File: config.mk
export PLATFORM = sky130hd
export DESIGN_NAME = mig_mul
export DESIGN_NICKNAME = d
export VERILOG_FILES = /design/src/mig_pkg.sv /design/src/mig_mul.sv
export SDC_FILE = /design/constraint.sdc
export NUM_CORES = 2
export LEC_CHECK = 0
export BUFFER_PORTS_ARGS = -buffer_cell sky130_fd_sc_hd__buf_2
export CORE_ASPECT_RATIO = 1.5
export CORE_UTILIZATION = 60
export CTS_CLUSTER_DIAMETER = 120
export DETAILED_ROUTE_END_ITERATION = 10
export PLACE_DENSITY = 0.77
export SYNTH_ARGS = -nofsm -noshare
export SYNTH_HDL_FRONTEND = slang
export SYNTH_SLANG_ARGS = --single-unit
File: constraint.sdc
create_clock -name clk -period 6.77 [get_ports clk]
set_input_delay 1.0155 -clock clk [delete_from_list [all_inputs] [get_ports clk]]
set_output_delay 1.0155 -clock clk [all_outputs]
set_load 0.1 [all_outputs]
File: src/mig_pkg.sv
// package: types and constants for the 4x4 gauss-jordan inverse unit
package mig_pkg;

    typedef enum logic [3:0] {
        ST_LOAD,
        ST_INIT,
        ST_PSCAN,
        ST_RECIP,
        ST_SCALE,
        ST_ELIM_F,
        ST_ELIM,
        ST_EMIT
    } mig_state_t;

    typedef enum logic [1:0] {
        OP_MUL,
        OP_MAC
    } mig_op_t;

    // request to the shared multiply unit
    typedef struct packed {
        logic    start;
        mig_op_t op;
    } mig_mul_ctl_t;

endpackage

File: src/mig_mul.sv
// file: shared fixed-point multiply (floored, saturated) with optional add
module mig_mul #(
    parameter int WORD_BITS = 32,
    parameter int FRAC_BITS = 16
) (
    input  logic                         clk,
    input  logic                         rst_n,
    input  mig_pkg::mig_mul_ctl_t        ctl,
    input  logic signed [WORD_BITS-1:0]  a,
    input  logic signed [WORD_BITS-1:0]  b,
    input  logic signed [WORD_BITS-1:0]  addend,
    output logic                         done,
    output logic signed [WORD_BITS-1:0]  result
);
    import mig_pkg::*;

    localparam int PB = 2 * WORD_BITS;
    localparam logic signed [PB+1:0] WMAXP = (PB+2)'({1'b0, {(WORD_BITS-1){1'b1}}});
    localparam logic signed [PB+1:0] WMINP = -WMAXP - 1;

    logic signed [PB-1:0]   prod;
    logic signed [PB-1:0]   prod_reg;
    logic signed [WORD_BITS-1:0] add_reg;
    logic                   mac_reg;
    logic                   v_reg;
    logic signed [PB+1:0]   sh;
    logic signed [PB+1:0]   sum;
    logic signed [PB+1:0]   m;

    assign prod = a * b;

    always_ff @(posedge clk)
    begin
        prod_reg <= prod;
        add_reg <= addend;
        mac_reg <= (ctl.op == OP_MAC);
    end

    always_ff @(posedge clk or negedge rst_n)
    begin
        if (!rst_n)
            v_reg <= 1'b0;
        else
            v_reg <= ctl.start;
    end

    always_comb
    begin
        sh = (PB+2)'(prod_reg >>> FRAC_BITS);
        if (sh > WMAXP)
            m = WMAXP;
        else if (sh < WMINP)
            m = WMINP;
        else
            m = sh;
        sum = mac_reg ? m + (PB+2)'(add_reg) : m;
        if (sum > WMAXP)
            result = WORD_BITS'(WMAXP);
        else if (sum < WMINP)
            result = WORD_BITS'(WMINP);
        else
            result = WORD_BITS'(sum);
    end
    assign done = v_reg;
endmodule

# Word level (Yosys, flattened, before mapping)
# Cells that the tools add are included.
# op_classes
n_addsub,1
n_mul,1
n_div,0
magnitude_cmp,4
n_eq_ne,1
shift,0
mux,5
bitwise_logic,0
reduce_logical,0
# op_table
op,n
$mux W66,3
$add A66 B32 Y66,1
$gt A66 B32 Y1 const B,1
$lt A66 B32 Y1 const B,1
$mul A32 B32 Y64,1
$mux W32,2
$gt A48 B32 Y1 const B,1
$lt A48 B32 Y1 const B,1
$eq A2 B1 Y1 const B,1
# totals
reg_bits,98
latchBits,0
mem_bits_rw,0
mem_bits_ro,0
in_bits,101
out_inout_bits,33
word_cells,16
n_memories,0

# Logic depth before layout (Yosys ltp)
# depth
ltp_word,8
depth_mapped,30

# Least setup slack after synthesis
# No wires, ideal clock.
# synth_path
path_kind,input to register
startpoint,input port b[4]
endpoint,register prod_reg[35]
setup_time_ps,118
arrival_time_ps,8109
required_time_ps,6652
slack_ps,-1457
path_stages,26
n_path_buf,1
path_cell_list,clkbuf_1 nand2_1 fa_1 inv_1 fa_1 inv_1 fa_1 inv_1 fa_1 inv_1 fa_1 inv_1 fa_1 fa_1 fa_1 ha_1 a21o_1 a21o_1 a221oi_1 nand2_1 a2111oi_0 nor2_1 a41oi_1 inv_1 a31o_2 xor2_1
# synth_via
elab_chain_len,1
# synth_rtl
item,line,rtl
from (decl),mig_mul.sv:10,"input logic signed [WORD_BITS-1:0] b,"
$mul A32 B32 Y64,mig_mul.sv:30,assign prod = a * b;
net prod[35],mig_mul.sv:21,logic signed [PB-1:0] prod;
to (signal assigned),mig_mul.sv:34,prod_reg <= prod;
to (decl),mig_mul.sv:22,logic signed [PB-1:0] prod_reg;
# The timed path passes the listed nets, and every way through them passes these cells.

# Worst setup path after layout
# layout_path
startpoint,input port b[4]
endpoint,register prod_reg[55]
# The elaborated chain is that of the path after synthesis.

==> impl_metrics.tcl <==
set metrics [dict create \
    ant_nets 0 \
    synth_cell_type_count 77 \
    nFillCells 4616 \
    synth_edf_count 0 \
    wirelength_mm 128 \
    first_iter_violations 2182 \
    end_kind "register" \
    die_y_um 323 \
    synth_top_area_share_pct 52.4 \
    slew_viol_final 0 \
    grt_overflow 0 \
    crit_top_cell "fa_1" \
    drc 0 \
    crit_type "in -> reg" \
    crit_path_max_fanout 5 \
    worstMarginPinSlew_ns 0.982 \
    syn_avg_cell_area_sq_um 8.79 \
    ys_ff_latch 82 \
    drv_cap 0 \
    fmax_ghz 0.124 \
    die_x_um 216 \
    fin_nets 6596 \
    critPathMaxStageDelay_ns 0.59 \
    coreArea_sq_um 67900 \
    initial_core_util_pct 60.8 \
    synth_area_leaders "fa_1 52%, inv_1 11%, nand2_1 7.5%, ha_1 6.9%, dfxtp_1 3.9%" \
    yosysMostFrequentCell "inv_1" \
    via_per_inst 5.69 \
    rsz0062_at_grt "true" \
    path_clk_slew_ns 0.07 \
    period_share_pct 119 \
    gp_congestion 0.955 \
    required_ns 7.06 \
    firstDrtPassIters 6 \
    grt_pass1_vias 39700 \
    synthFlopType "dfxtp_1" \
    numCtsBuffers 9 \
    finalHoldViolCount 0 \
    syn_to_final_growth_pct 21.6 \
    largest_reg_flops 48 \
    violations "setup timing" \
    setup.worst_path.start "b[4]" \
    synth_seq_area_share_pct 3.99 \
    max-slew-margin-rel_pct 34.5 \
    fin_ws_ns -1.28 \
    grtUsageTotal_pct 38.4 \
    critPathLaunchType "input pin" \
    wl_per_cell_um 21.1 \
    cts_buffer_depth 2 \
    cts_sinks 82 \
    cts_tree "yes" \
    postCtsHoldBufs 0 \
    fin_crit_ns 8.05 \
    hold_slack_ns 0.422 \
    min_path_type "in -> async" \
    grt_pass1_wl_mm 203 \
    grt_start_max_net_pins 60 \
    cp.arrival_ns 8.34 \
    yosys_warnings 0 \
    grt_antenna_before_repair 8 \
    status "complete, but fails checks" \
    async_flop_share_pct 1.22 \
    syn_nets 6112 \
    cts-root-buf "clkbuf_16" \
    portBuffers 133 \
    syn_area_sq_um 41300 \
    die-area_sq_um 69900 \
    std_cell_rows 117 \
    place_hpwl_mm 105 \
    critPathCapture "prod_reg[55]" \
    drive_above_1_share_pct 20.2 \
    ios 134 \
    synth_top_cell_by_area "fa_1" \
    ctsHtreeMaxLevel 3 \
    synthTopCellsByCount "1205 x inv_1, 1082 x fa_1, 827 x nand2_1" \
    syn_inst 4700 \
    setup_viol 73 \
    slowest_stage "fa_2" \
    vias 34600 \
]
## how the worst min path moves through the flow
stage | end | slack, ns | cells past startpoint
3_3_place_gp | done | 0.79 | 1
4_1_cts | done | 0.41 | 1
6_report | done | 0.42 | 1
2_1_floorplan | done | 0.72 | 0
5_1_grt | done | 0.42 | 1
3_5_place_dp | done | 0.79 | 1
## per-layer routing
metal,wire [um],GRT usage [%],up-vias,part of all wire [%]
met2,66200,68.7,1671,52
met3,8880,7.53,886,6.9
li1,-,-,14700,-
met4,15700,38.3,8,12
met1,37300,35.8,17400,29
met5,49,0,-,0.038
## critical path, delay by kind of cell
kind | cells | cell delay, ns
adder cells (fa/ha/maj) | 9 | 4.39
AO/OA/AOI/OAI | 6 | 1.23
buffers and inverters | 10 | 0.88
AND/OR/NAND/NOR | 4 | 0.66
XOR/XNOR | 1 | 0.13
## cell usage in the layout (no fill, tap or decap), types with 21 or more instances in the layout
master / instances
inv_1: 1159
fa_1: 1039
nand2_1: 793
buf_4: 480
and2_1: 250
ha_1: 200
buf_12: 95
o21ai_0: 91
a21oi_1: 75
dfxtp_1: 74
buf_6: 64
nor2_1: 63
buf_2: 59
a21o_1: 49
xnor2_1: 48
inv_2: 44
fa_2: 43
nand4_1: 32
xor2_1: 30
nand2b_1: 29
o21ai_4: 29
nand3_1: 27
ha_4: 26
o21a_1: 25
o21ai_1: 21
a21oi_2: 21
## logic make-up after synthesis
group | synth area share [%]
buffers and inverters | 13.2
and+or+nand+nor | 14.6
adders and majority gates | 59.4
AOI/OAI and AO/OA | 6.55
xor gates and xnor gates | 1.97
DFF | 3.99
muxes | 0.318
## layout make-up
type                            instances  area, sq um  area share [%]
Clock buffer                            9          225           0.448
Multi-Input combinational cell       3172        35800            71.3
Tap cell                              892         1120            2.22
Inverter                             1205         4530            9.01
Timing Repair Buffer                  714         6770            13.5
Sequential cell                        82         1660            3.29
Clock inverter                          7          105           0.209
Antenna cell                            7         17.5          0.0349
## per-stage QoR
step / setup TNS [ns] / worst slack (ns) / std cells / utilization (%) / area (sq um)
after floorplan: -19.87 / -1.01 / 4700 / - / 42700
after global placement: -66.71 / -1.85 / 5986 / 70.4 / 47800
after detailed placement: -67.13 / -1.87 / 5986 / 70.4 / 47800
after CTS: -34.48 / -1.14 / 6063 / 73.0 / 49600
after global routing: -56.34 / -1.50 / 6084 / 74.0 / 50200
final: -42.40 / -1.28 / 6088 / 74.0 / 50200
## what timing repair did
action | 4_1_cts | 5_1_grt
pin swaps | 120 | 85
buffers inserted | 73 | 32
hold endpoints to repair | 0 | 0
gates cloned | 2 | 1
resized for setup | 240 | 155
setup endpoints to repair | 79 | 79
Power is left out: the tool's default activity adds up to more than one toggle a clock period on the data nets, which glitch-free logic cannot reach.
