File: src/mig_pkg.sv
// package: types and constants for the 4x4 gauss-jordan inverse unit
package mig_pkg;

    typedef enum logic [3:0] {
        ST_LOAD,
        ST_INIT,
        ST_PSCAN,
        ST_RECIP,
        ST_SCALE,
        ST_ELIM_F,
        ST_ELIM,
        ST_EMIT
    } mig_state_t;

    typedef enum logic [1:0] {
        OP_MUL,
        OP_MAC
    } mig_op_t;

    // request to the shared multiply unit
    typedef struct packed {
        logic    start;
        mig_op_t op;
    } mig_mul_ctl_t;

endpackage

File: src/mig_divider.sv
// file: restoring bit-serial divider for the pivot reciprocal
module mig_divider #(
    parameter int WORD_BITS = 32,
    parameter int FRAC_BITS = 16
) (
    input  logic                 clk,
    input  logic                 rst_n,
    input  logic                 start,
    input  logic [WORD_BITS-1:0] divisor,
    input  logic                 neg,
    output logic                 done,
    output logic [WORD_BITS-1:0] quotient
);
    import mig_pkg::*;

    localparam int NB = 2 * FRAC_BITS + 1;
    localparam int CB = $clog2(NB + 1);
    localparam int XB = ((NB > WORD_BITS) ? NB : WORD_BITS) + 1;
    localparam logic [WORD_BITS-1:0] WMAX = {1'b0, {(WORD_BITS-1){1'b1}}};
    localparam logic [XB-1:0] WMAXX = XB'(WMAX);

    logic [NB-1:0]        num_reg, num_next;
    logic [WORD_BITS:0]   rem_reg, rem_next;
    logic [NB-1:0]        quo_reg, quo_next;
    logic [CB-1:0]        cnt_reg, cnt_next;
    logic                 busy_reg, busy_next;
    logic [WORD_BITS-1:0] div_reg, div_next;
    logic                 neg_reg, neg_next;
    logic [WORD_BITS:0]   shifted;
    logic [XB-1:0]        qx;

    always_comb
    begin
        num_next = num_reg;
        rem_next = rem_reg;
        quo_next = quo_reg;
        cnt_next = cnt_reg;
        busy_next = busy_reg;
        div_next = div_reg;
        neg_next = neg_reg;
        shifted = {rem_reg[WORD_BITS-1:0], num_reg[NB-1]};
        if (start)
        begin
            num_next = {1'b1, {(NB-1){1'b0}}};
            rem_next = '0;
            quo_next = '0;
            cnt_next = CB'(NB);
            busy_next = 1'b1;
            div_next = divisor;
            neg_next = neg;
        end
        else if (busy_reg)
        begin
            num_next = num_reg << 1;
            if (shifted >= {1'b0, div_reg})
            begin
                rem_next = shifted - {1'b0, div_reg};
                quo_next = {quo_reg[NB-2:0], 1'b1};
            end
            else
            begin
                rem_next = shifted;
                quo_next = {quo_reg[NB-2:0], 1'b0};
            end
            cnt_next = cnt_reg - 1'b1;
            if (cnt_reg == CB'(1))
                busy_next = 1'b0;
        end
    end

    always_ff @(posedge clk or negedge rst_n)
    begin
        if (!rst_n)
        begin
            busy_reg <= 1'b0;
            cnt_reg <= '0;
        end
        else
        begin
            busy_reg <= busy_next;
            cnt_reg <= cnt_next;
        end
    end

    always_ff @(posedge clk)
    begin
        num_reg <= num_next;
        rem_reg <= rem_next;
        quo_reg <= quo_next;
        div_reg <= div_next;
        neg_reg <= neg_next;
    end

    logic done_reg;
    always_ff @(posedge clk or negedge rst_n)
    begin
        if (!rst_n)
            done_reg <= 1'b0;
        else
            done_reg <= busy_reg && (cnt_reg == CB'(1));
    end
    assign done = done_reg;

    assign qx = XB'(quo_reg);

    // saturate to signed word with sign of pivot
    always_comb
    begin
        if (neg_reg)
        begin
            if (qx > WMAXX + XB'(1))
                quotient = ~WMAX;
            else
                quotient = WORD_BITS'(-qx);
        end
        else
        begin
            if (qx > WMAXX)
                quotient = WMAX;
            else
                quotient = WORD_BITS'(qx);
        end
    end
endmodule

File: config.mk
export PLATFORM = sky130hd
export DESIGN_NAME = mig_divider
export DESIGN_NICKNAME = d
export VERILOG_FILES = /design/src/mig_pkg.sv /design/src/mig_divider.sv
export SDC_FILE = /design/constraint.sdc
export NUM_CORES = 1
export LEC_CHECK = 0
export BUFFER_PORTS_ARGS = -buffer_cell sky130_fd_sc_hd__buf_2
export CAP_MARGIN = 20
export CORE_ASPECT_RATIO = 2
export CORE_UTILIZATION = 60
export CTS_CLUSTER_SIZE = 14
export DETAILED_ROUTE_END_ITERATION = 10
export PLACE_DENSITY = 0.81
export SYNTH_ARGS = -nofsm -noshare
export SYNTH_HDL_FRONTEND = slang
export SYNTH_SLANG_ARGS = --single-unit
export TNS_END_PERCENT = 10
File: constraint.sdc
create_clock -name clk -period 4.5 [get_ports clk]
set_input_delay 0.9 -clock clk [delete_from_list [all_inputs] [get_ports clk]]
set_output_delay 0.9 -clock clk [all_outputs]
set_load 0.05 [all_outputs]
## Word-level counts from Yosys, hierarchy flattened

Index checks and enable logic that the tools add are counted.

- Output and inout bits: 33
- Register bits: 107
- Logic and storage cells: 27

- Magnitude comparators: 3
- Eq/ne operators: 1
- Mux-type cells: 10
- Reductions and logical operators: 2
- $add $sub $neg: 3

Operator list:

| operator | number |
|---|---|
| 32-bit two-way mux | 4 |
| 33-bit by 32-bit greater-or-equal comparator with 1-bit output | 1 |
| 33-bit by 31-bit greater-than comparator with 1-bit output, second input constant | 1 |
| 33-bit by 32-bit greater-than comparator with 1-bit output, second input constant | 1 |
| 32-bit negator | 1 |
| 32-bit subtractor | 1 |
| 6-bit two-way mux | 2 |
| 6-bit by 1-bit == test with 1-bit output, second input constant | 1 |
| 6-bit by 1-bit subtractor with 6-bit output, second input constant | 1 |
| 1-bit two-way mux | 4 |
| 2-bit nonzero test | 1 |
| 1-bit logical AND | 1 |

## Logic depth before layout (Yosys ltp)

Gate-level depths: netlist of run 1.

- Word-level depth: 4
- Gate-level depth with buffers: 13
- Gate-level depth less buffers: 11

## Worst setup path after synthesis of run 1

Ideal clock, no wire load.

- Path type: register to output
- Start: register quo_reg[0]
- End: output port quotient[29]
- Data required time: 3.600 ns
- Path buffers: 2
- Data arrival time: 4.263 ns
- Slack: -0.663 ns
- Cell stages (with the launch flop): 12
- Cells stage by stage: dfxtp_1 -> clkbuf_2 -> inv_1 -> ha_1 -> or3b_4 -> nor4_2 -> nand4_1 -> o41ai_1 -> and2b_1 -> nand2_1 -> clkbuf_1 -> o311ai_0

- Longest elaborated chain between the ends: 3

RTL lines:

| item | line | text |
|---|---|---|
| start: declaration | mig_divider.sv:24 | `logic [NB-1:0] quo_reg, quo_next;` |
| start signal: assignment | mig_divider.sv:89 | `quo_reg <= quo_next;` |
| 32-bit negator (tied with other cells) | mig_divider.sv:114 | `quotient = WORD_BITS'(-qx);` |
| 32-bit two-way mux, on equally long branches | mig_divider.sv:111, mig_divider.sv:118 |  |
| 32-bit two-way mux (*) | mig_divider.sv:109 | `if (neg_reg)` |
| end: declaration | mig_divider.sv:12 | `output logic [WORD_BITS-1:0] quotient` |

Every way passes the cells marked *; elsewhere a longest branch is shown, timed or not.

## Final worst setup path of run 1

- Start: register quo_reg[1]
- End: output port quotient[18]

Same word-level chain as after synthesis.

==> qor.yml, run 1 <==
synth:
  synth_top_area_frac: 0.186
  yosysUniqueCellTypes: 69
  synth-edff-count: 33
  yosys-top-cells-count: "nor2_1, nand2_1, dfxtp_1"
  yosys.cell_count.top_type: "nor2_1"
  synth-seq-cells: 107
  syn_nets: 934
  ys_warn_count: 0
  synth.avg_cell_area_um2: 8.25
  netlist.top_cell.by_area: "dfxtp_1"
  synth-seq-area-share: 0.354
  synth_top_flop_cell: "dfxtp_1"
  synth_area_leaders: "dfxtp_1, edfxtp_1, ha_1, nor2_1, nand2_1"
  netlist_instances: 861
  synthArstFlopShare: 0.0748
  netlist_area_mm2: 0.00711
drt:
  drc: 0
  route.vias.total: 6540
  first_pass_iters: 5
  routedWlPerCell_um: 17.2
  ant_nets: 0
  via_per_inst: 6.25
  drt-total-wl_um: 18000
  drt_iter0_markers: 389
cts:
  cts-root-buf: "clkbuf_16"
  h-tree-depth: 3
  clock_path_buffers: 2
  cts_buffers: 9
  clkSlewWorstSetupHoldPaths_ns: 0.08
  cts.sinks: 107
  clk_latency_ns: 0.36
  cts_tree: "yes"
  cts_hold_buf: 0
layout:
  seqCellArea_mm2: 0.00252
  layoutNonFillerInstCount: 1046
  multi_input_area_mm2: 0.00419
  largest_reg_flops: 33
  fillers: 976
  fin_nets: 972
  antennaDiodeCount: 0
  area_growth_pct: 10.4
  drive_gt1_frac: 0.144
worst_setup_path:
  worstSetupStartpointType: "flip-flop"
  cp.required_ns: 3.60
  end_kind: "primary output"
  arrival_ns: 3.52
  rrSetupSlack_ns: 0.99
  reg2reg_depth: 11
  critPathMaxFanout: 5
  path_class: "reg2out"
power:
  p_total_uw: 4930
  ir_drop_mv: 0.360
  switching_power_uw: 2290
  power.density_mw_per_mm2: 628
  p_clk_frac: 0.158
  sw_frac_of_total: 0.465
  seqPwrFrac: 0.271
  power_frac_comb: 0.571
  leakagePower_uw: 0.00380
  p_int_uw: 2640
flow_run:
  maxCapViolations: 0
placement:
  gp_congestion: 0.975
  portBuffers: 68
  dpl.cell_count: 1028
  dp_hpwl_um: 12900
sta:
  skew_ns: 0.0102
  setup_viol: 0
  post-route-min-period_ns: 4.42
  drv_slew: 0
  hold_viol_final: 0
  worst_pin_slew_ns: 1.09
  max_freq_ghz: 0.226
  relSlewSlack: 0.276
  timing.final.crit_share: 0.982
die:
  fp.coreArea_mm2: 0.0114
  die_w_um: 79.0
  start_util: 0.622
  row_count: 55
  fp.dieArea_mm2: 0.0123
  io_pins: 69
  die_y_um: 156
grt:
  grtUsageTotal: 0.305
  grt.overflow.total: 0
  grt_pass1_wl_um: 29700
  antenna_found_initial: 0
  grt_start_max_net_pins: 91
  first_global_vias: 6383
hold_path:
  hold_path_class: "in2async"
status:
  status: "finished, final reports clean"
-- path summary, 6_finish.rpt --
path / from / end
setup reg to reg: div_reg[29] / rem_reg[0]
hold / removal: rst_n / cnt_reg[0]
setup / recovery: quo_reg[1] / quotient[18]
max in group asynchronous: rst_n / busy_reg
min in group clk: num_reg[32] / num_reg[32]
hold reg to reg: num_reg[32] / num_reg[32]
-- worst max-delay path, cell delays in order, from the launching register on --
cell and delay (ns):
dfxtp_4 0.35, inv_2 0.07, ha_4 0.14, or3b_4 0.41, or4_4 0.51, or3_4 0.35
or3_4 0.34, or3_4 0.37, o41ai_2 0.21, nand2_1 0.08, o311ai_1 0.09, buf_4 0.25
-- final cells by class --
class | instances | area share
Clock buffer | 9 | 0.0287
Multi-Input combinational cell | 642 | 0.534
Sequential cell | 107 | 0.321
Timing Repair Buffer | 83 | 0.0584
Clock inverter | 7 | 0.00845
Inverter | 56 | 0.0268
Tap cell | 142 | 0.0226
-- repair_timing --
action	4_1_cts	5_1_grt
cloned	0	0
setup endpoints to repair	5	20
gates resized for setup	2	9
pin swaps	0	2
setup buffers	0	2
-- cells by family after synthesis --
| family | synth area share |
|---|---|
| simple gates | 0.210 |
| compound gates | 0.231 |
| buf+inv | 0.0614 |
| flops | 0.354 |
| fa+ha+maj | 0.0662 |
| mux | 0.0507 |
| xor+xnor | 0.0271 |
-- power groups by stage --
stage | logic [uW] | clock network (uW) | registers, uW
after floorplan | 2170 | 0 | 1310
after global placement | 2660 | 0 | 1350
final | 2820 | 776 | 1340
after detailed placement | 2730 | 0 | 1350
after CTS | 2760 | 787 | 1330
after global routing | 3100 | 823 | 1360
-- layout by cell type, fill, tap and decap left out, types with 7 or more instances in the layout --
cell type | synthesis | routed
nor2_1 | 103 | 103
nand2_1 | 97 | 96
buf_2 | 6 | 66
dfxtp_1 | 66 | 65
inv_1 | 55 | 54
a21oi_1 | 51 | 51
o21ai_0 | 38 | 38
mux2i_1 | 36 | 36
ha_1 | 36 | 35
edfxtp_1 | 33 | 33
a21o_1 | 23 | 23
a311oi_1 | 20 | 20
buf_4 | 0 | 17
nor3_1 | 14 | 14
nand2b_1 | 13 | 13
nand3_1 | 13 | 13
xnor2_1 | 13 | 13
a211oi_1 | 11 | 11
o311ai_1 | 5 | 11
o31ai_1 | 11 | 11
nand4_1 | 10 | 10
xor2_1 | 9 | 9
clkbuf_16 | 0 | 9
o311ai_0 | 14 | 8
and3_1 | 8 | 8
nor4_1 | 7 | 7
or3_1 | 9 | 7
a31oi_1 | 7 | 7
o21a_1 | 7 | 7
dfrtp_1 | 8 | 7
-- through the flow --
stage	setup WS (ns)	util	hold slack (ns)	area, um2	setup TNS (ns)
4_1_cts	0.00153	0.683	0.367	7800	0
5_1_grt	-0.00183	0.687	0.371	7850	-0.00183
3_3_place_gp	0.387	0.657	0.456	7500	0
2_1_floorplan	-0.476	-	0.444	7110	-5.00
3_5_place_dp	0.324	0.657	0.474	7500	0
6_report	0.0800	0.687	0.368	7850	0
-- metal layers --
layer	vias to the layer above	routed length, um	global-route usage
met1	3109	6640	0.299
li1	3193	-	-
met5	-	0	0
met3	59	490	0.0433
met4	0	760	0.161
met2	179	10100	0.593
Power figures use the tool's default switching activity.
==> run 2, diff against run 1 <==
CTS_CLUSTER_SIZE = 12   (was 14)
GPL_TIMING_DRIVEN = 0   (was unset)
==> run 2 against run 1 <==
Die area unchanged. Cell count is 4.2% higher. Worst hold slack lost 0.0094 ns. Register-to-register slack got worse by 0.17 ns. Critical path depth is the same. Power is 4.9% higher. Critical path type unchanged. Critical endpoint unchanged. Largest cell class unchanged.
==> qor.yml, run 2 (synthesis gave the netlist of run 1 again) <==
status:
  status: "finished, final reports clean"  # unchanged
layout:
  largest_reg_flops: 33  # unchanged
  fin_nets: 1016  # was 972
  drive_gt1_frac: 0.142  # was 0.144
  layout_commonest_cell: "nor2_1"  # unchanged
  area_growth_pct: 13.7  # was 10.4%
  antennaDiodeCount: 0  # unchanged
  final_cell_mix: "nor2_1, nand2_1, buf_2, dfxtp_1, inv_1"  # was nor2_1, nand2_1, buf_2
  stdcell_area_mm2: 0.00808  # was 0.00785 mm2
  fin_util: 0.707  # was 0.687
worst_setup_path:
  max_stage_delay_ns: 0.53  # was 0.51 ns
  cp_slowest_cell: "or4_4"  # unchanged
  crit_chain: "inv_4, ha_4, or3b_4, or4_4, or3_4, or3_4, or3_4, o41ai_2, nand2_1, o311ai_1, buf_4"  # was inv_2, ha_4, or3b_4, or4_4, or3_4, or3_4, or3_4, o41ai_2, nand2_1, o311ai_1, buf_4
  rrSetupSlack_ns: 0.82  # was 0.99 ns
  cp.required_ns: 3.60  # about the same
  cp_num_buf_inv: 2  # unchanged
  worstSetupStartpointType: "flip-flop"  # unchanged
  cpMostUsedCell: "or3_4"  # unchanged
  path_class: "reg2out"  # unchanged
  critPathMaxFanout: 5  # unchanged
  critPathTopFamily: "simple AND/OR/NAND/NOR gates"  # unchanged
  end_kind: "primary output"  # unchanged
  arrival_ns: 3.57  # was 3.52 ns
power:
  p_total_uw: 5170  # was 4930 uW
  power.density_mw_per_mm2: 640  # was 628 mW/mm2
  ir_drop_mv: 0.356  # was 0.360 mV
  leakagePower_uw: 0.00386  # was 0.00380 uW
drt:
  first_pass_iters: 5  # unchanged
  drc: 0  # unchanged
  routedWlPerCell_um: 18.9  # was 17.2 um
  route.vias.total: 6953  # was 6540
  drt-total-wl_um: 20600  # was 18000 um
  via_per_inst: 6.38  # was 6.25
  drt_iter0_markers: 445  # was 389
  ant_nets: 0  # unchanged
die:
  fp.coreArea_mm2: 0.0114  # unchanged
  io_pins: 69  # unchanged
  die_y_um: 156  # unchanged
  row_count: 55  # unchanged
  die_w_um: 79.0  # unchanged
  start_util: 0.622  # unchanged
  fp.dieArea_mm2: 0.0123  # unchanged
sta:
  worst_pin_slew_ns: 0.817  # was 1.09 ns
  max_freq_ghz: 0.224  # was 0.226 GHz
  post-route-min-period_ns: 4.47  # was 4.42 ns
  whs_ns: 0.358  # was 0.368 ns
  hold_viol_final: 0  # unchanged
  relSlewSlack: 0.455  # was 0.276
  rsz0062_at_grt: "true"
  timing.final.crit_share: 0.993  # was 0.982
  postLayoutSetupSlackWorst_ns: 0.0312  # was 0.0800 ns
  setup_viol: 0  # unchanged
  skew_ns: 0.0110  # was 0.0102 ns
  drv_slew: 0  # unchanged
placement:
  gp_congestion: 0.978  # was 0.975
  place_area_mm2: 0.00762  # was 0.00750 mm2
  dp_slack_ns: -0.114  # was 0.324 ns
  portBuffers: 68  # unchanged
  dp_hpwl_um: 15100  # was 12900 um
cts:
  clock_path_buffers: 2  # unchanged
  h-tree-depth: 3  # unchanged
  cts_buffers: 9  # unchanged
  cts.sinks: 107  # unchanged
  clk_latency_ns: 0.36  # about the same
  cts_tree: "yes"  # unchanged
  cts-root-buf: "clkbuf_16"  # unchanged
  clkSlewWorstSetupHoldPaths_ns: 0.08  # about the same
grt:
  antenna_found_initial: 0  # unchanged
  grt_start_max_net_pins: 36  # was 91
  first_global_vias: 6918  # was 6383
  grt_pass1_wl_um: 33000  # was 29700 um
  grt.overflow.total: 0  # unchanged
  grtUsageTotal: 0.347  # was 0.305
flow_run:
  maxCapViolations: 0  # unchanged
hold_path:
  hold_path_class: "in2async"  # unchanged
run 2: cell count changes in the layout (fill, tap and decap cells not counted), sizes merged:
cell / previous run / this run
clkbuf: 9 / 55
buf: 83 / 81
bufinv: 0 / 1
clkinv: 2 / 1
run 2: cell type report:
class	instances	area (um2)
timing repair buffer	72	398
sequential	107	2520
buffer	55	226
fill	957	3350
multi-input combinational	642	4220
inverter	56	215
clock inverter	7	92.6
clock buffer	9	225
tap	142	178
run 2: worst reg2reg max path, delay by kind of cell (launching register included):
family	cells	cell delay, ns
buffers and inverters	4	1.03
AO/OA/AOI/OAI	4	1.27
AND/OR/NAND/NOR	4	0.68
adder cells (fa/ha/maj)	1	0.26
flip-flops	1	0.33
run 2: stage by stage:
| step | TNS (ns) | std cells |
|---|---|---|
| 2_1_floorplan | -5.00 | 861 |
| 3_3_place_gp | -0.625 | 1071 |
| 3_5_place_dp | -0.910 | 1071 |
| 4_1_cts | 0 | 1087 |
| 5_1_grt | -0.0223 | 1090 |
| 6_report | 0 | 1090 |
run 2: worst paths after layout:
check | startpoint | cells after the start | endpoint
max | quo_reg[0] | 11 | quotient[18]
max reg2reg | div_reg[14] | 13 | rem_reg[18]
min reg2reg | num_reg[32] | 1 | num_reg[32]
max in group asynchronous | rst_n | 1 | busy_reg
min | rst_n | 1 | done
min in group clk | num_reg[32] | 1 | num_reg[32]
run 2: layer usage:
layer / up-vias / wire length [um] / track usage
met1: 3262 / 6930 / 0.306
li1: 3289 / - / -
met4: 0 / 1500 / 0.284
met2: 293 / 11300 / 0.654
met3: 109 / 945 / 0.0696
met5: - / 0 / 0
run 2: power by group:
group	switching [uW]	internal (uW)
registers	183	1190
clock network	395	449
logic	1860	1090
total	2440	2730
run 2: what timing repair did:
item	CTS	global route
buffers inserted	1	3
hold buffers	0	0
endpoints found under the hold margin	0	0
pin swaps	1	1
setup endpoints to repair	31	29
gates resized for setup	14	25
